<file path="src/rtl/pdc_pkg.sv">
// Shared types and constants of the power-diagram polygon clipper.
// Used by the channel interfaces and by every module of the block; no dependencies.
package pdc_pkg;

    // Field widths.
    localparam int COORD_W   = 18;  // signed fixed-point coordinate
    localparam int WEIGHT_W  = 40;  // signed fixed-point power weight
    localparam int PDIFF_W   = 44;  // signed power difference, squared scale
    localparam int CFG_IDX_W = 3;

    // Datapath widths of the crossing computation.
    localparam int DMAG_W = COORD_W;            // magnitude of a coordinate difference
    localparam int FMAG_W = 42;                 // magnitude of f and of the f difference
    localparam int FLO_W  = FMAG_W / 2;         // low slice of the split multiply
    localparam int FHI_W  = FMAG_W - FLO_W;     // high slice of the split multiply
    localparam int NUM_W  = FMAG_W + DMAG_W;    // magnitude of the numerator
    localparam int QUO_W  = COORD_W + 1;        // quotient bits produced per division
    localparam int DIVD_W = NUM_W + 2;          // rounded dividend 2n + d
    localparam int REM_W  = DIVD_W - QUO_W;     // partial remainder
    localparam int SUM_W  = QUO_W + 2;          // coordinate plus signed offset

    // Command queue between front and back.
    localparam int DEF_QUEUE_DEPTH = 4;
    localparam int NUM_SLOTS       = 5;          // results one vertex may schedule

    // Configuration register indexes.
    typedef enum logic [CFG_IDX_W-1:0] {
        CFG_SITE_A_X   = 3'd0,
        CFG_SITE_A_Y   = 3'd1,
        CFG_WEIGHT_A   = 3'd2,
        CFG_SITE_B_X   = 3'd3,
        CFG_SITE_B_Y   = 3'd4,
        CFG_WEIGHT_B   = 3'd5
    } t_cfg_idx;

    // Site configuration as seen by the front.
    typedef struct packed {
        logic signed [COORD_W-1:0]  ax;
        logic signed [COORD_W-1:0]  ay;
        logic signed [WEIGHT_W-1:0] wa;
        logic signed [COORD_W-1:0]  bx;
        logic signed [COORD_W-1:0]  by;
        logic signed [WEIGHT_W-1:0] wb;
    } t_sites;

    // Kind of result a queued command produces.
    typedef enum logic [1:0] {
        CMD_CROSS,
        CMD_VERT,
        CMD_EMPTY
    } t_cmd_kind;

    // One queued result command. A vertex command uses cx and cy only.
    typedef struct packed {
        t_cmd_kind                  kind;
        logic                       eop;
        logic signed [COORD_W-1:0]  px;
        logic signed [COORD_W-1:0]  py;
        logic signed [PDIFF_W-1:0]  fp;
        logic signed [COORD_W-1:0]  cx;
        logic signed [COORD_W-1:0]  cy;
        logic signed [PDIFF_W-1:0]  fc;
    } t_cmd;

    typedef enum logic [1:0] {
        F_IDLE,
        F_POWER,
        F_CLASS,
        F_PUSH
    } t_front_state;

    typedef enum logic [2:0] {
        B_IDLE,
        B_SETUP,
        B_MUL_LO,
        B_MUL_HI,
        B_DIV_INIT,
        B_DIV,
        B_DONE,
        B_EMIT
    } t_back_state;

endpackage

</file>
<file path="src/rtl/pdc_vert_if.sv">
// Input vertex channel of the polygon clipper.
// Depends on pdc_pkg for the field widths.
interface pdc_vert_if import pdc_pkg::*; ();
    logic                      valid;
    logic                      ready;
    logic signed [COORD_W-1:0] vert_x;
    logic signed [COORD_W-1:0] vert_y;
    logic                      last_vertex;

    modport source (output valid, vert_x, vert_y, last_vertex, input ready);
    modport sink   (input valid, vert_x, vert_y, last_vertex, output ready);
endinterface

</file>
<file path="src/rtl/pdc_cfg_if.sv">
// Configuration write channel of the polygon clipper.
// Depends on pdc_pkg for the index and data widths.
interface pdc_cfg_if import pdc_pkg::*; ();
    logic                   valid;
    logic                   ready;
    logic [CFG_IDX_W-1:0]   index;
    logic [WEIGHT_W-1:0]    data;

    modport source (output valid, index, data, input ready);
    modport sink   (input valid, index, data, output ready);
endinterface

</file>
<file path="src/rtl/pdc_res_if.sv">
// Result channel of the polygon clipper.
// Depends on pdc_pkg for the field widths.
interface pdc_res_if import pdc_pkg::*; ();
    logic                      valid;
    logic                      ready;
    logic signed [COORD_W-1:0] out_x;
    logic signed [COORD_W-1:0] out_y;
    logic                      vertex_valid;
    logic                      end_of_polygon;

    modport source (output valid, out_x, out_y, vertex_valid, end_of_polygon, input ready);
    modport sink   (input valid, out_x, out_y, vertex_valid, end_of_polygon, output ready);
endinterface

</file>
<file path="src/rtl/pdc_front.sv">
// Front of the clipper: accepts vertices, computes the power difference and
// schedules the results of each vertex as commands. Depends on pdc_pkg, pdc_vert_if.
module pdc_front import pdc_pkg::*; (
    input  logic       i_clk,
    input  logic       i_rst_n,
    pdc_vert_if.sink   i_vert,
    input  t_sites     i_sites,
    input  logic       i_full,
    output logic       o_push,
    output t_cmd       o_cmd
);

    localparam logic [2:0] LAST_STEP = 3'd4;

    t_front_state r_state, n_state;

    logic [2:0]                 r_step;
    logic [NUM_SLOTS-1:0]       r_mask;
    logic [2:0]                 r_slot;
    logic                       r_have_first;

    logic signed [COORD_W-1:0]  r_vx, r_vy;
    logic                       r_last;
    logic signed [PDIFF_W-1:0]  r_acc;
    logic [DMAG_W-1:0]          r_mag;
    logic signed [COORD_W-1:0]  r_first_x, r_first_y, r_prev_x, r_prev_y;
    logic signed [PDIFF_W-1:0]  r_first_f, r_prev_f;
    logic signed [COORD_W-1:0]  r_ep_x, r_ep_y, r_ef_x, r_ef_y;
    logic signed [PDIFF_W-1:0]  r_ep_f, r_ef_f;

    logic signed [COORD_W:0]    w_diff, w_diff_neg;
    logic [DMAG_W-1:0]          w_mag;
    logic [2*DMAG_W-1:0]        w_sq;
    logic signed [PDIFF_W-1:0]  w_sq_ext, w_acc_init;
    logic                       w_sub;
    logic                       w_cin, w_pin, w_fin;
    logic signed [COORD_W-1:0]  w_fx, w_fy;
    logic signed [PDIFF_W-1:0]  w_ff;
    logic [NUM_SLOTS-1:0]       w_mask;
    logic                       w_vert_xfer, w_advance, w_done;

    // Coordinate difference for the current power step and its magnitude.
    always_comb begin
        unique case (r_step[1:0])
            2'd0:    w_diff = {r_vx[COORD_W-1], r_vx} - {i_sites.ax[COORD_W-1], i_sites.ax};
            2'd1:    w_diff = {r_vy[COORD_W-1], r_vy} - {i_sites.ay[COORD_W-1], i_sites.ay};
            2'd2:    w_diff = {r_vx[COORD_W-1], r_vx} - {i_sites.bx[COORD_W-1], i_sites.bx};
            default: w_diff = {r_vy[COORD_W-1], r_vy} - {i_sites.by[COORD_W-1], i_sites.by};
        endcase
    end

    assign w_diff_neg = -w_diff;
    assign w_mag      = w_diff[COORD_W] ? w_diff_neg[DMAG_W-1:0] : w_diff[DMAG_W-1:0];

    // One shared squarer; the last two squares belong to site b and are subtracted.
    assign w_sq       = r_mag * r_mag;
    assign w_sq_ext   = {{(PDIFF_W-2*DMAG_W){1'b0}}, w_sq};
    assign w_sub      = (r_step == 3'd3) || (r_step == LAST_STEP);
    assign w_acc_init = {{(PDIFF_W-WEIGHT_W){i_sites.wb[WEIGHT_W-1]}}, i_sites.wb}
                      - {{(PDIFF_W-WEIGHT_W){i_sites.wa[WEIGHT_W-1]}}, i_sites.wa};

    // Side tests: a point is inside when its power difference is not positive.
    assign w_fx  = r_have_first ? r_first_x : r_vx;
    assign w_fy  = r_have_first ? r_first_y : r_vy;
    assign w_ff  = r_have_first ? r_first_f : r_acc;
    assign w_cin = r_acc[PDIFF_W-1] || (r_acc == '0);
    assign w_pin = r_prev_f[PDIFF_W-1] || (r_prev_f == '0);
    assign w_fin = w_ff[PDIFF_W-1] || (w_ff == '0);

    // Result slots in output order: edge crossing, current vertex, closing
    // crossing, first vertex, empty end marker.
    always_comb begin
        w_mask[0] = r_have_first && (w_pin != w_cin);
        w_mask[1] = r_have_first && w_cin;
        w_mask[2] = r_last && (w_cin != w_fin);
        w_mask[3] = r_last && w_fin;
        w_mask[4] = r_last && (w_mask[3:0] == '0);
    end

    // Command for the slot being pushed.
    always_comb begin
        o_cmd      = '0;
        o_cmd.kind = CMD_EMPTY;
        o_cmd.eop  = r_last && (r_mask[NUM_SLOTS-1:1] == '0);
        unique case (r_slot)
            3'd0: begin
                o_cmd.kind = CMD_CROSS;
                o_cmd.px   = r_ep_x;
                o_cmd.py   = r_ep_y;
                o_cmd.fp   = r_ep_f;
                o_cmd.cx   = r_vx;
                o_cmd.cy   = r_vy;
                o_cmd.fc   = r_acc;
            end
            3'd1: begin
                o_cmd.kind = CMD_VERT;
                o_cmd.cx   = r_vx;
                o_cmd.cy   = r_vy;
            end
            3'd2: begin
                o_cmd.kind = CMD_CROSS;
                o_cmd.px   = r_vx;
                o_cmd.py   = r_vy;
                o_cmd.fp   = r_acc;
                o_cmd.cx   = r_ef_x;
                o_cmd.cy   = r_ef_y;
                o_cmd.fc   = r_ef_f;
            end
            3'd3: begin
                o_cmd.kind = CMD_VERT;
                o_cmd.cx   = r_ef_x;
                o_cmd.cy   = r_ef_y;
            end
            default: begin
                o_cmd.kind = CMD_EMPTY;
            end
        endcase
    end

    assign w_vert_xfer = i_vert.valid && i_vert.ready;
    assign w_advance   = !r_mask[0] || !i_full;
    assign w_done      = r_mask[NUM_SLOTS-1:1] == '0;

    // Next state and handshake outputs.
    always_comb begin
        n_state      = r_state;
        i_vert.ready = 1'b0;
        o_push       = 1'b0;
        unique case (r_state)
            F_IDLE: begin
                i_vert.ready = 1'b1;
                if (i_vert.valid) begin
                    n_state = F_POWER;
                end
            end
            F_POWER: begin
                if (r_step == LAST_STEP) begin
                    n_state = F_CLASS;
                end
            end
            F_CLASS: begin
                n_state = (w_mask == '0) ? F_IDLE : F_PUSH;
            end
            F_PUSH: begin
                o_push = r_mask[0] && !i_full;
                if (w_advance && w_done) begin
                    n_state = F_IDLE;
                end
            end
        endcase
    end

    // Control registers.
    always_ff @(posedge i_clk) begin
        if (!i_rst_n) begin
            r_state      <= F_IDLE;
            r_step       <= '0;
            r_mask       <= '0;
            r_slot       <= '0;
            r_have_first <= 1'b0;
        end else begin
            r_state <= n_state;
            unique case (r_state)
                F_IDLE: begin
                    r_step <= '0;
                end
                F_POWER: begin
                    r_step <= r_step + 3'd1;
                end
                F_CLASS: begin
                    r_mask       <= w_mask;
                    r_slot       <= '0;
                    r_have_first <= !r_last;
                end
                F_PUSH: begin
                    if (w_advance) begin
                        r_mask <= r_mask >> 1;
                        r_slot <= r_slot + 3'd1;
                    end
                end
            endcase
        end
    end

    // Vertex, power difference and polygon state.
    always_ff @(posedge i_clk) begin
        unique case (r_state)
            F_IDLE: begin
                if (w_vert_xfer) begin
                    r_vx   <= i_vert.vert_x;
                    r_vy   <= i_vert.vert_y;
                    r_last <= i_vert.last_vertex;
                    r_acc  <= w_acc_init;
                end
            end
            F_POWER: begin
                if (r_step != LAST_STEP) begin
                    r_mag <= w_mag;
                end
                if (r_step != 3'd0) begin
                    r_acc <= w_sub ? (r_acc - w_sq_ext) : (r_acc + w_sq_ext);
                end
            end
            F_CLASS: begin
                r_ep_x   <= r_prev_x;
                r_ep_y   <= r_prev_y;
                r_ep_f   <= r_prev_f;
                r_ef_x   <= w_fx;
                r_ef_y   <= w_fy;
                r_ef_f   <= w_ff;
                r_prev_x <= r_vx;
                r_prev_y <= r_vy;
                r_prev_f <= r_acc;
                if (!r_have_first) begin
                    r_first_x <= r_vx;
                    r_first_y <= r_vy;
                    r_first_f <= r_acc;
                end
            end
            F_PUSH: begin
            end
        endcase
    end

`ifndef ASSERT_OFF
    // A push sequence always has at least one result slot left to handle.
    a_push_mask: assert property (@(posedge i_clk) disable iff (!i_rst_n)
        r_state == F_PUSH |-> r_mask != '0)
        else $error("front in push state with no scheduled result");
`endif

endmodule

</file>
<file path="src/rtl/pdc_queue.sv">
// Command queue that decouples the front from the back of the clipper.
// Depends on pdc_pkg for the command type.
module pdc_queue import pdc_pkg::*; #(
    parameter int DEPTH = DEF_QUEUE_DEPTH
) (
    input  logic i_clk,
    input  logic i_rst_n,
    input  logic i_push,
    input  t_cmd i_cmd,
    output logic o_full,
    input  logic i_pop,
    output logic o_empty,
    output t_cmd o_head
);

    localparam int PTR_W = (DEPTH > 1) ? $clog2(DEPTH) : 1;
    localparam int CNT_W = $clog2(DEPTH + 1);

    t_cmd             r_mem [DEPTH];
    logic [PTR_W-1:0] r_wr, r_rd;
    logic [CNT_W-1:0] r_count, n_count;
    logic             w_push_ok, w_pop_ok;

    assign o_full    = r_count == CNT_W'(DEPTH);
    assign o_empty   = r_count == '0;
    assign o_head    = r_mem[r_rd];
    assign w_push_ok = i_push && !o_full;
    assign w_pop_ok  = i_pop && !o_empty;

    // Fill level.
    always_comb begin
        unique case ({w_push_ok, w_pop_ok})
            2'b10:   n_count = r_count + CNT_W'(1);
            2'b01:   n_count = r_count - CNT_W'(1);
            default: n_count = r_count;
        endcase
    end

    // Pointers and fill level.
    always_ff @(posedge i_clk) begin
        if (!i_rst_n) begin
            r_wr    <= '0;
            r_rd    <= '0;
            r_count <= '0;
        end else begin
            r_count <= n_count;
            if (w_push_ok) begin
                r_wr <= (r_wr == PTR_W'(DEPTH - 1)) ? '0 : r_wr + PTR_W'(1);
            end
            if (w_pop_ok) begin
                r_rd <= (r_rd == PTR_W'(DEPTH - 1)) ? '0 : r_rd + PTR_W'(1);
            end
        end
    end

    // Storage.
    always_ff @(posedge i_clk) begin
        if (w_push_ok) begin
            r_mem[r_wr] <= i_cmd;
        end
    end

`ifndef ASSERT_OFF
    // The front never offers a command the queue cannot take.
    a_no_overflow: assert property (@(posedge i_clk) disable iff (!i_rst_n)
        i_push |-> !o_full)
        else $error("command pushed into a full queue");

    // The back only pops a command that is there.
    a_no_underflow: assert property (@(posedge i_clk) disable iff (!i_rst_n)
        i_pop |-> !o_empty)
        else $error("command popped from an empty queue");

    // Fill level stays within the storage.
    a_count_range: assert property (@(posedge i_clk) disable iff (!i_rst_n)
        r_count <= CNT_W'(DEPTH))
        else $error("queue fill level beyond depth");
`endif

endmodule

</file>
<file path="src/rtl/pdc_back.sv">
// Back of the clipper: executes queued commands, computing crossing points with
// a split multiplier and a shared radix-2 divider. Depends on pdc_pkg, pdc_res_if.
module pdc_back import pdc_pkg::*; (
    input  logic       i_clk,
    input  logic       i_rst_n,
    input  logic       i_empty,
    input  t_cmd       i_head,
    output logic       o_pop,
    pdc_res_if.source  o_res
);

    localparam int CNT_W = $clog2(QUO_W);

    t_back_state r_state, n_state;

    t_cmd                       r_cmd;
    logic                       r_axis;
    logic [FMAG_W-1:0]          r_fpmag, r_dmag;
    logic                       r_fp_neg, r_den_neg, r_qneg;
    logic signed [COORD_W-1:0]  r_p;
    logic [DMAG_W-1:0]          r_dfmag;
    logic [NUM_W-1:0]           r_num;
    logic [REM_W-1:0]           r_rem;
    logic [QUO_W-1:0]           r_quo;
    logic [CNT_W-1:0]           r_cnt;
    logic signed [COORD_W-1:0]  r_res_x, r_ex, r_ey;
    logic                       r_evalid, r_eeop;
    logic                       r_ov, r_ovv, r_oeop;
    logic signed [COORD_W-1:0]  r_ox, r_oy;

    logic signed [PDIFF_W:0]    w_den, w_den_neg;
    logic signed [PDIFF_W-1:0]  w_fp_neg_val;
    logic signed [COORD_W-1:0]  w_p, w_c;
    logic signed [COORD_W:0]    w_diff, w_diff_neg;
    logic [FLO_W+DMAG_W-1:0]    w_plo;
    logic [FHI_W+DMAG_W-1:0]    w_phi;
    logic [DIVD_W-1:0]          w_divd;
    logic [REM_W:0]             w_trial, w_dsr, w_rsub;
    logic                       w_ge;
    logic signed [SUM_W-1:0]    w_p_ext, w_q_ext, w_sum;
    logic [SUM_W-COORD_W:0]     w_sum_hi;
    logic signed [COORD_W-1:0]  w_sat;
    logic                       w_slot_free;

    // Divisor f(prev) - f(cur) and magnitudes taken when a command is popped.
    assign w_den        = {i_head.fp[PDIFF_W-1], i_head.fp} - {i_head.fc[PDIFF_W-1], i_head.fc};
    assign w_den_neg    = -w_den;
    assign w_fp_neg_val = -i_head.fp;

    // Endpoints of the axis in work and their difference.
    assign w_p        = r_axis ? r_cmd.py : r_cmd.px;
    assign w_c        = r_axis ? r_cmd.cy : r_cmd.cx;
    assign w_diff     = {w_c[COORD_W-1], w_c} - {w_p[COORD_W-1], w_p};
    assign w_diff_neg = -w_diff;

    // Numerator magnitude as two partial products, in B_MUL_LO and then B_MUL_HI.
    assign w_plo = r_fpmag[FLO_W-1:0] * r_dfmag;
    assign w_phi = r_fpmag[FMAG_W-1:FLO_W] * r_dfmag;

    // Rounded quotient (2n + d) / 2d; the quotient fits QUO_W bits, so the
    // upper dividend bits start as the partial remainder.
    assign w_divd  = {1'b0, r_num, 1'b0} + {{(DIVD_W-FMAG_W){1'b0}}, r_dmag};
    assign w_trial = {r_rem, r_quo[QUO_W-1]};
    assign w_dsr   = {1'b0, r_dmag, 1'b0};
    assign w_ge    = w_trial >= w_dsr;
    assign w_rsub  = w_trial - w_dsr;

    // Apply the signed offset and saturate to the coordinate range.
    assign w_p_ext  = {{(SUM_W-COORD_W){r_p[COORD_W-1]}}, r_p};
    assign w_q_ext  = {{(SUM_W-QUO_W){1'b0}}, r_quo};
    assign w_sum    = r_qneg ? (w_p_ext - w_q_ext) : (w_p_ext + w_q_ext);
    assign w_sum_hi = w_sum[SUM_W-1:COORD_W-1];

    always_comb begin
        if ((w_sum_hi == '0) || (w_sum_hi == '1)) begin
            w_sat = w_sum[COORD_W-1:0];
        end else if (w_sum[SUM_W-1]) begin
            w_sat = {1'b1, {(COORD_W-1){1'b0}}};
        end else begin
            w_sat = {1'b0, {(COORD_W-1){1'b1}}};
        end
    end

    assign w_slot_free = !r_ov || o_res.ready;

    // Next state and queue pop.
    always_comb begin
        n_state = r_state;
        o_pop   = 1'b0;
        unique case (r_state)
            B_IDLE: begin
                if (!i_empty) begin
                    o_pop   = 1'b1;
                    n_state = (i_head.kind == CMD_CROSS) ? B_SETUP : B_EMIT;
                end
            end
            B_SETUP:    n_state = B_MUL_LO;
            B_MUL_LO:   n_state = B_MUL_HI;
            B_MUL_HI:   n_state = B_DIV_INIT;
            B_DIV_INIT: n_state = B_DIV;
            B_DIV: begin
                if (r_cnt == CNT_W'(QUO_W - 1)) begin
                    n_state = B_DONE;
                end
            end
            B_DONE: begin
                n_state = r_axis ? B_EMIT : B_SETUP;
            end
            B_EMIT: begin
                if (w_slot_free) begin
                    n_state = B_IDLE;
                end
            end
        endcase
    end

    // Control registers: state, axis, step count and output valid.
    always_ff @(posedge i_clk) begin
        if (!i_rst_n) begin
            r_state <= B_IDLE;
            r_axis  <= 1'b0;
            r_cnt   <= '0;
            r_ov    <= 1'b0;
        end else begin
            r_state <= n_state;
            if (r_state == B_IDLE) begin
                r_axis <= 1'b0;
            end else if (r_state == B_DONE) begin
                r_axis <= 1'b1;
            end
            if (r_state == B_DIV_INIT) begin
                r_cnt <= '0;
            end else if (r_state == B_DIV) begin
                r_cnt <= r_cnt + CNT_W'(1);
            end
            if ((r_state == B_EMIT) && w_slot_free) begin
                r_ov <= 1'b1;
            end else if (o_res.ready) begin
                r_ov <= 1'b0;
            end
        end
    end

    // Datapath registers.
    always_ff @(posedge i_clk) begin
        unique case (r_state)
            B_IDLE: begin
                if (!i_empty) begin
                    r_cmd     <= i_head;
                    r_den_neg <= w_den[PDIFF_W];
                    r_dmag    <= w_den[PDIFF_W] ? w_den_neg[FMAG_W-1:0] : w_den[FMAG_W-1:0];
                    r_fp_neg  <= i_head.fp[PDIFF_W-1];
                    r_fpmag   <= i_head.fp[PDIFF_W-1] ? w_fp_neg_val[FMAG_W-1:0]
                                                      : i_head.fp[FMAG_W-1:0];
                    r_ex      <= (i_head.kind == CMD_VERT) ? i_head.cx : '0;
                    r_ey      <= (i_head.kind == CMD_VERT) ? i_head.cy : '0;
                    r_evalid  <= i_head.kind == CMD_VERT;
                    r_eeop    <= i_head.eop;
                end
            end
            B_SETUP: begin
                r_p     <= w_p;
                r_dfmag <= w_diff[COORD_W] ? w_diff_neg[DMAG_W-1:0] : w_diff[DMAG_W-1:0];
                r_qneg  <= r_fp_neg ^ w_diff[COORD_W] ^ r_den_neg;
            end
            B_MUL_LO: begin
                r_num <= {{(NUM_W-FLO_W-DMAG_W){1'b0}}, w_plo};
            end
            B_MUL_HI: begin
                r_num <= r_num + {w_phi, {FLO_W{1'b0}}};
            end
            B_DIV_INIT: begin
                r_rem <= w_divd[DIVD_W-1:QUO_W];
                r_quo <= w_divd[QUO_W-1:0];
            end
            B_DIV: begin
                r_rem <= w_ge ? w_rsub[REM_W-1:0] : w_trial[REM_W-1:0];
                r_quo <= {r_quo[QUO_W-2:0], w_ge};
            end
            B_DONE: begin
                if (!r_axis) begin
                    r_res_x <= w_sat;
                end else begin
                    r_ex     <= r_res_x;
                    r_ey     <= w_sat;
                    r_evalid <= 1'b1;
                    r_eeop   <= r_cmd.eop;
                end
            end
            B_EMIT: begin
                if (w_slot_free) begin
                    r_ox   <= r_ex;
                    r_oy   <= r_ey;
                    r_ovv  <= r_evalid;
                    r_oeop <= r_eeop;
                end
            end
        endcase
    end

    // Output register drives the result channel.
    assign o_res.valid          = r_ov;
    assign o_res.out_x          = r_ox;
    assign o_res.out_y          = r_oy;
    assign o_res.vertex_valid   = r_ovv;
    assign o_res.end_of_polygon = r_oeop;

`ifndef ASSERT_OFF
    // The quotient fits its width: the partial remainder stays below the divisor.
    a_rem_bound: assert property (@(posedge i_clk) disable iff (!i_rst_n)
        r_state == B_DIV |-> r_rem < {r_dmag, 1'b0})
        else $error("divider remainder not below divisor");

    // An empty result is always the end marker at the origin.
    a_empty_marker: assert property (@(posedge i_clk) disable iff (!i_rst_n)
        (o_res.valid && !o_res.vertex_valid) |->
            (o_res.end_of_polygon && (o_res.out_x == '0) && (o_res.out_y == '0)))
        else $error("empty result that is not a clean end marker");
`endif

endmodule

</file>
<file path="src/rtl/power_diagram_polygon_clip.sv">
// Top level of the power-diagram polygon clipper: configuration registers, front,
// command queue and back. Depends on pdc_pkg, the channel interfaces and all submodules.
//
// Clips a polygon, fed one vertex per transfer, against the power-diagram half-plane of
// two weighted sites and returns the clipped vertices, the last one flagged end of
// polygon. For each vertex the front takes it, runs five power-difference steps and a
// classify step, then hands the commands of the result slots the vertex uses, in slot
// order, to a 4-entry queue, stalling while the queue is full; it accepts the next vertex
// as soon as its commands are queued. The back sets the rate: a plain vertex or an empty
// end marker goes from the queue straight to the output register, while a crossing point
// takes two 19-step radix-2 divisions on the one shared divider plus a split multiply
// per axis. The back also holds whenever the receiver holds off the result channel.
module power_diagram_polygon_clip import pdc_pkg::*; #(
    parameter int QUEUE_DEPTH = DEF_QUEUE_DEPTH
) (
    input  logic       i_clk,
    input  logic       i_rst_n,
    pdc_vert_if.sink   i_vert,
    pdc_cfg_if.sink    i_cfg,
    pdc_res_if.source  o_res
);

    t_sites r_sites;
    t_cmd   w_push_cmd, w_head;
    logic   w_push, w_full, w_pop, w_empty;

    // Configuration writes are always taken.
    assign i_cfg.ready = 1'b1;

    always_ff @(posedge i_clk) begin
        if (!i_rst_n) begin
            r_sites <= '0;
        end else if (i_cfg.valid) begin
            unique case (t_cfg_idx'(i_cfg.index))
                CFG_SITE_A_X: r_sites.ax <= i_cfg.data[COORD_W-1:0];
                CFG_SITE_A_Y: r_sites.ay <= i_cfg.data[COORD_W-1:0];
                CFG_WEIGHT_A: r_sites.wa <= i_cfg.data;
                CFG_SITE_B_X: r_sites.bx <= i_cfg.data[COORD_W-1:0];
                CFG_SITE_B_Y: r_sites.by <= i_cfg.data[COORD_W-1:0];
                CFG_WEIGHT_B: r_sites.wb <= i_cfg.data;
                default: begin
                end
            endcase
        end
    end

    pdc_front u_front (
        .i_clk   (i_clk),
        .i_rst_n (i_rst_n),
        .i_vert  (i_vert),
        .i_sites (r_sites),
        .i_full  (w_full),
        .o_push  (w_push),
        .o_cmd   (w_push_cmd)
    );

    pdc_queue #(
        .DEPTH (QUEUE_DEPTH)
    ) u_queue (
        .i_clk   (i_clk),
        .i_rst_n (i_rst_n),
        .i_push  (w_push),
        .i_cmd   (w_push_cmd),
        .o_full  (w_full),
        .i_pop   (w_pop),
        .o_empty (w_empty),
        .o_head  (w_head)
    );

    pdc_back u_back (
        .i_clk   (i_clk),
        .i_rst_n (i_rst_n),
        .i_empty (w_empty),
        .i_head  (w_head),
        .o_pop   (w_pop),
        .o_res   (o_res)
    );

endmodule

</file>
<file path="src/flat_wrapper.sv">
// flat-port wrapper written by rule: the top's interface ports become plain ports
module power_diagram_polygon_clip_flat import pdc_pkg::*;
#(
    parameter int QUEUE_DEPTH = DEF_QUEUE_DEPTH
)
  (i_clk, i_rst_n, i_vert_valid, i_vert_vert_x, i_vert_vert_y, i_vert_last_vertex, i_vert_ready, i_cfg_valid, i_cfg_index, i_cfg_data, i_cfg_ready, o_res_valid, o_res_out_x, o_res_out_y, o_res_vertex_valid, o_res_end_of_polygon, o_res_ready);
  pdc_vert_if i_vert_i ();
  pdc_cfg_if i_cfg_i ();
  pdc_res_if o_res_i ();
  input  logic i_clk;
  input  logic i_rst_n;
  input wire logic [$bits(i_vert_i.valid)-1:0] i_vert_valid;
  input wire logic [$bits(i_vert_i.vert_x)-1:0] i_vert_vert_x;
  input wire logic [$bits(i_vert_i.vert_y)-1:0] i_vert_vert_y;
  input wire logic [$bits(i_vert_i.last_vertex)-1:0] i_vert_last_vertex;
  output wire logic [$bits(i_vert_i.ready)-1:0] i_vert_ready;
  input wire logic [$bits(i_cfg_i.valid)-1:0] i_cfg_valid;
  input wire logic [$bits(i_cfg_i.index)-1:0] i_cfg_index;
  input wire logic [$bits(i_cfg_i.data)-1:0] i_cfg_data;
  output wire logic [$bits(i_cfg_i.ready)-1:0] i_cfg_ready;
  output wire logic [$bits(o_res_i.valid)-1:0] o_res_valid;
  output wire logic [$bits(o_res_i.out_x)-1:0] o_res_out_x;
  output wire logic [$bits(o_res_i.out_y)-1:0] o_res_out_y;
  output wire logic [$bits(o_res_i.vertex_valid)-1:0] o_res_vertex_valid;
  output wire logic [$bits(o_res_i.end_of_polygon)-1:0] o_res_end_of_polygon;
  input wire logic [$bits(o_res_i.ready)-1:0] o_res_ready;
  assign i_vert_i.valid = i_vert_valid;
  assign i_vert_i.vert_x = i_vert_vert_x;
  assign i_vert_i.vert_y = i_vert_vert_y;
  assign i_vert_i.last_vertex = i_vert_last_vertex;
  assign i_vert_ready = i_vert_i.ready;
  assign i_cfg_i.valid = i_cfg_valid;
  assign i_cfg_i.index = i_cfg_index;
  assign i_cfg_i.data = i_cfg_data;
  assign i_cfg_ready = i_cfg_i.ready;
  assign o_res_valid = o_res_i.valid;
  assign o_res_out_x = o_res_i.out_x;
  assign o_res_out_y = o_res_i.out_y;
  assign o_res_vertex_valid = o_res_i.vertex_valid;
  assign o_res_end_of_polygon = o_res_i.end_of_polygon;
  assign o_res_i.ready = o_res_ready;
  power_diagram_polygon_clip #(.QUEUE_DEPTH(QUEUE_DEPTH)) u_core (.i_clk(i_clk), .i_rst_n(i_rst_n), .i_vert(i_vert_i), .i_cfg(i_cfg_i), .o_res(o_res_i));
endmodule
</file>
<file path="config.mk">
export PLATFORM = sky130hd
export DESIGN_NAME = power_diagram_polygon_clip_flat
export DESIGN_NICKNAME = d
export VERILOG_FILES = /design/src/rtl/pdc_pkg.sv /design/src/rtl/pdc_vert_if.sv /design/src/rtl/pdc_cfg_if.sv /design/src/rtl/pdc_res_if.sv /design/src/rtl/pdc_front.sv /design/src/rtl/pdc_queue.sv /design/src/rtl/pdc_back.sv /design/src/rtl/power_diagram_polygon_clip.sv /design/src/flat_wrapper.sv
export SDC_FILE = /design/constraint.sdc
export NUM_CORES = 2
export LEC_CHECK = 0
export BUFFER_PORTS_ARGS = -buffer_cell sky130_fd_sc_hd__buf_2
export CAP_MARGIN = 15
export CORE_MARGIN = 4
export CORE_UTILIZATION = 25
export CTS_BUF_LIST = sky130_fd_sc_hd__clkbuf_8
export DETAILED_ROUTE_END_ITERATION = 7
export SKIP_CTS_REPAIR_TIMING = 1
export SYNTH_ARGS = -nofsm -noshare
export SYNTH_HDL_FRONTEND = slang
export SYNTH_SLANG_ARGS = --single-unit
</file>
<file path="constraint.sdc">
create_clock -name i_clk -period 12.45 [get_ports i_clk]
set_input_delay 1.245 -clock i_clk [delete_from_list [all_inputs] [get_ports i_clk]]
set_output_delay 1.245 -clock i_clk [all_outputs]
set_load 0.1 [all_outputs]
</file>
======== Yosys cells after proc, flatten, opt, wreduce, memory -nomap -nowiden ========
Memory sizes are Yosys's and may differ from the RTL's. A register that Yosys moved wholly into a read port is not among the register bits.
Index checks and enable logic that the tools add are counted.
word-level totals
  register bits ........................... 934
  RAM bits ................................ 652
  input bits .............................. 85
  output and inout port bits .............. 41
  logic and storage cells ................. 272
  memories ................................ 1
operators by class
  $add $sub $neg .......................... 25
  multiply operators ...................... 3
  order comparisons ....................... 1
  eq/ne operators ......................... 43
  mux-type cells .......................... 68
  bitwise gates (word level) .............. 6
  reduce and logical (&&, ||, !) cells .... 69
memory list
  memory                depth  width  read ports  clocked after memory_dff  wr ports  RTL line         RTL
  u_core.u_queue.r_mem  4      163    1           1                         1         pdc_queue.sv:19  t_cmd r_mem [DEPTH];
operator list
  kind              count
  $mux 18           14
  $mux 44           4
  $pmux 44 s2       2
  $pmux 80 s2       1
  $logic_not 44->1  3
  $pmux 60 s2       1
  $sub 18x18->19    5
  $pmux 43 s2       1
  $mux 42           2
  $neg 42->42       2
  $mul 21x18->39    2
  $pmux 18 s2       2
  $pmux 36 s2       1
  $add 61x42->62    1
  $add 60x60->60    1
  $pmux 19 s3       1
  $sub 44x44->45    1
  $add 44x37->44    1
  $ge 44x43->1      1
  $sub 44x37->44    1
  $mux 43           1
  $sub 43x43->43    1
  $sub 40x40->41    1
  $pmux 19 s2       1
  43 further kinds  164

======== Depth between registers and ports, before layout ========
  depth in word-level cells ............... 10
  mapped depth ............................ 41
  depth with buffers taken out ............ 39

======== Cells and area by module ========
Synthesis repeated with hierarchy kept, for this count alone.
second synthesis, totals
  cell total of the unflattened synthesis .. 10101
  area, all modules ....................... 112547.9 um^2
by module, submodules not included
  module                      times used  cells an instance  area an instance (um^2)  sequential area each (um^2)
  pdc_back                    1           5644               52248.9                  12572.1
  pdc_front                   1           3008               30799.5                  10460.0
  pdc_queue                   1           907                23970.5                  19759.0
  power_diagram_polygon_clip  1           542                5529.1                   3042.9

======== Least setup slack after synthesis ========
Ideal clock, no wire load.
  path kind ............................... reg2reg
  start ................................... reg u_core.u_back.r_state[2]
  end ..................................... reg u_core.u_queue.r_count[2]
  library setup time ...................... 0.076 ns
  arrival time ............................ 9.981 ns
  data required time ...................... 12.374 ns
  slack ................................... 2.393 ns
  cell stages (with the launch flop) ...... 10
  path buffers ............................ 1
  period minus slack after synthesis ...... 10.057 ns
  path through ............................ dfxtp_1 -> clkbuf_1 -> nor3_1 -> nor2b_1 -> ha_1 -> inv_1 -> fa_1 -> xor2_1 -> or3_1 -> a21boi_0
between the ends
  longest elaborated chain between the ends .. 5
  elaborated cells between the ends (all ways) .. 7
  those cells by class .................... eq/ne: 2; mux: 2; reduce/logical: 3
ends and longest elaborated chain
  element                                          RTL line         RTL
  from (decl)                                      pdc_back.sv:14   t_back_state r_state, n_state;
  from (signal assigned)                           pdc_back.sv:125  r_state <= n_state;
  $logic_not 3->1 *                                pdc_back.sv:90   unique case (r_state)
  $mux 1 *                                         pdc_back.sv:90
  net u_core.u_back.o_pop                          pdc_back.sv:8    output logic o_pop,
  $logic_and 1x1->1 *                              pdc_queue.sv:28  assign w_pop_ok = i_pop && !o_empty;
  $eq 2x1->1 or $eq 2x2->1 (tied branches)         pdc_queue.sv:32  unique case ({w_push_ok, w_pop_ok})
  $pmux 3 s2 or $reduce_bool 2->1 (tied branches)  n/a
  to (signal assigned)                             pdc_queue.sv:46  r_count <= n_count;
  to (decl)                                        pdc_queue.sv:21  logic [CNT_W-1:0] r_count, n_count;
Mark *: on every way through the listed nets, which the timed path passes. The rest lies on a longest branch.
A chain may end at the register's enable or synchronous reset.

======== Worst setup path in the final report ========
  start ................................... reg u_core.u_front.r_mag[12]
  end ..................................... reg u_core.u_front.r_acc[42], data pin
between the ends
  longest elaborated chain between the ends .. 5
  elaborated cells between the ends (all ways) .. 6
  those cells by class .................... add/sub: 2; mul: 1; mux: 3
ends and longest elaborated chain
  element                                           RTL line          RTL
  from (decl)                                       pdc_front.sv:25   logic [DMAG_W-1:0] r_mag;
  from (signal assigned)                            pdc_front.sv:198  r_mag <= w_mag;
  $mul 18x18->36 *                                  pdc_front.sv:56   assign w_sq = r_mag * r_mag;
  $add 44x37->44 or $sub 44x37->44 (tied branches)  pdc_front.sv:201  r_acc <= w_sub ? (r_acc - w_sq_ext) : (r_acc + w_sq_ext);
  $mux 44 *                                         pdc_front.sv:201
  $mux 44 *                                         pdc_front.sv:200  if (r_step != 3'd0) begin
  $pmux 44 s2 *                                     pdc_front.sv:187  unique case (r_state)
  to (signal assigned)                              pdc_front.sv:193  r_acc <= w_acc_init;
  to (signal assigned)                              pdc_front.sv:201
  to (decl)                                         pdc_front.sv:24   logic signed [PDIFF_W-1:0] r_acc;
Every way passes the cells marked *; elsewhere a longest branch is shown, timed or not. The select of a mux whose other input is x is not followed.

==> results by group <==
Placed design
  – Cells after DPL: 16000
  – Placed Area: 120000 um^2
  – Dpl hpwl: 213 mm
  – Buffers on Ports: 124
  – Placer Congestion: 0.885

Layout
  – Multi-input logic area: 60400 um^2
  – Sequential Area: about 46000 um^2
  – P&R area growth vs syn: 10.9%
  – Number of fill cells in the layout: around 47000
  – Most common cell after layout, fill and taps aside: edfxtp_1
  – Post-Layout Inst Area: between 100000 and 150000 um^2
  – Layout cells sized above 1: 0.0860
  – Commonest non-fill, non-tap cells in the layout: edfxtp_1, inv_1, nand2_1
  – Cell Count, Final, Fillers Out: 16500
  – Final nets: roughly 12000

Floorplanning
  – # rows: about 250
  – Die W: 679 um
  – Initial Util: 0.251
  – Die Ht: 679 um
  – I/O pins: ~130
  – Die ar.: 461000 um^2
  – Core area: 449000 um^2

Worst setup path
  – Maximum fanout along the worst path: 15
  – Worst setup EP type: flip-flop
  – Critical-path top delay cell: edfxtp_1
  – CP startpoint kind: flip-flop
  – Crit-path max cell delay: 0.75 ns
  – Critical Path Most Common Cell: fa_1
  – CP Class: flip-flop to flip-flop
  – CP arrival: around 11 ns
  – Worst EP required: around 13 ns

Timing
  – Worst Skew: 0.113 ns
  – RSZ-0062 raised after global routing: no
  – Final hold vios: 0
  – Slew Viols, Final: 0
  – Max Clock Freq: 97.5 MHz
  – Worst slew pin tran: 1.17 ns
  – Worst rel slew slack: 0.213
  – Fin crit share: 0.824
  – # setup viols final: 0
  – Minimum clock period: just over 10 ns
  – Setup TNS: 0 ns

Yosys
  – Number of flops mapped to enable cells by yosys: ~1400
  – Post-Syn Instances: roughly 10000
  – Sequential share of the synthesized area: 0.407
  – Ys async rst share: 0
  – Post-Syn Area: 113000 um^2
  – Synth Area per Inst: 10.9 um^2
  – Synth cell types: 112
  – Most used DFF post-synth: edfxtp_1
  – Synth Register Bits: ~1600
  – Yosys warns: 0
  – Synthesized Nets: 11900

Clocking
  – CTS Root Cell: clkbuf_8
  – Clock Latency Late Sink: 0.92 ns
  – Number of H-tree levels: 5
  – Clock Tree Buf Depth: 4
  – Clock transition at path regs: 0.06 ns
  – CTS Sinks: between 1500 and 2000
  – CTS tree: yes
  – Num CTS Buffers: approximately 280

Route
  – Vias per std cell: 4.56
  – Initial drt markers: 5155
  – Post-Route WL: 286 mm
  – Via count: 75400
  – Post-route ant nets: 0
  – # DRC: 0
  – Top routing layer in use: met5
  – DR WL/cell: between 15 and 20 um
  – Metal3 WL: 14.7 mm
  – TritonRoute pass-1 iters: 5
  – Metal-1 WL: approximately 130 mm
  – Met2 WL: 131 mm

Global route
  – Vias in the first global route: 77200
  – GRT Residual Overflow: 0
  – Largest net degree at the start of global routing: 134
  – GRT Overall Usage: 0.122
  – First-pass GRT wire length: 450 mm
  – Initial antenna violation count: 11

Run status
  – Status: finished, final reports clean

Job
  – Max Cap Violations: 0

Min path
  – Hold Crit Class: flip-flop to flip-flop
==> stage by stage <==
stage | hold slack, ns | utilization | setup slack (ns)
after detailed placement | 0.405 | 0.267 | 2.33
after floorplan | 0.400 | - | 2.39
after global routing | 0.364 | 0.278 | 1.51
after CTS | 0.352 | 0.278 | 2.22
after global placement | 0.401 | 0.267 | 2.28
final | 0.360 | 0.278 | 2.19
==> Yosys cell counts (159+ instances only) <==
library cell  count  area share
xor2_1          222       0.017
o21ai_0         310       0.014
mux4_2          159       0.032
ha_1            677       0.075
dfxtp_1         185       0.033
a21o_1          194       0.013
fa_1            837        0.15
edfxtp_1       1403        0.37
clkbuf_1        385       0.013
a21boi_0        173       0.012
and2_1          321       0.018
nand2_1        1271       0.042
a21oi_1         468       0.021
inv_1          1286       0.043
xnor2_1         323       0.025
nor2_1          558       0.019
==> critical path, delay by kind of cell (launching register included) <==
family / cells / cell delay, ns
fa+ha+maj: 8 / 3.67
compound gates: 13 / 3.06
simple gates: 6 / 1.77
flops: 1 / 0.75
buf+inv: 3 / 0.35
xor+xnor: 2 / 0.34
==> cells by family after synthesis <==
logic type | Yosys count | synth area share
compound gates | 1798 | 0.106
xor+xnor | 546 | 0.0425
fa+ha+maj | 1514 | 0.224
buf+inv | 1732 | 0.0582
flops | 1588 | 0.407
mux | 299 | 0.0454
other cells | 1 | 0.0000333
simple gates | 2829 | 0.117
==> final cells by class <==
type / count / share of cell area
multi-input cells: 6987 / 0.483
flip-flops and latches: 1588 / 0.367
well taps: 5952 / 0.0596
inverters: 1286 / 0.0387
clock buffers: 292 / 0.0322
repair buffers: 223 / 0.0110
clock inverters: 184 / 0.00821
diodes: 5 / 0.000100
==> metal layers <==
metal,track usage,vias to the layer above
met5,0,-
met4,0.0309,2
met3,0.0168,384
met2,0.198,1735
met1,0.172,37700
li1,-,35500
==> state kept, by name, indices dropped and copies added, names as in the netlist, 42 cells and up, named ones only <==
register                 cells
u_core.u_front.r_acc        44
u_core.u_back.r_cmd         73
u_core.u_back.r_dmag        42
u_core.u_back.r_rem         43
u_core.u_front.r_ep_f       44
u_core.u_queue.r_mem       652
u_core.r_sites             152
u_core.u_back.r_fpmag       42
u_core.u_back.r_num         60
u_core.u_front.r_ef_f       44
u_core.u_front.r_prev_f     44
==> final timing paths <==
path	start	to	slack [ns]	cells past startpoint
worst min-delay path	u_core.u_front.r_prev_f[12]$_DFFE_PP_	u_core.u_front.r_ep_f[12]$_DFFE_PP_	0.36	0
worst min register to register	u_core.u_front.r_prev_f[12]$_DFFE_PP_	u_core.u_front.r_ep_f[12]$_DFFE_PP_	0.36	0
worst max register to register	u_core.u_front.r_mag[12]$_DFFE_PP_	u_core.u_front.r_acc[42]$_DFFE_PP_	2.19	32
worst max-delay path	u_core.u_front.r_mag[12]$_DFFE_PP_	u_core.u_front.r_acc[42]$_DFFE_PP_	2.19	32
Power is left out: the tool's default activity adds up to more than one toggle a clock period on the data nets, which glitch-free logic cannot reach.
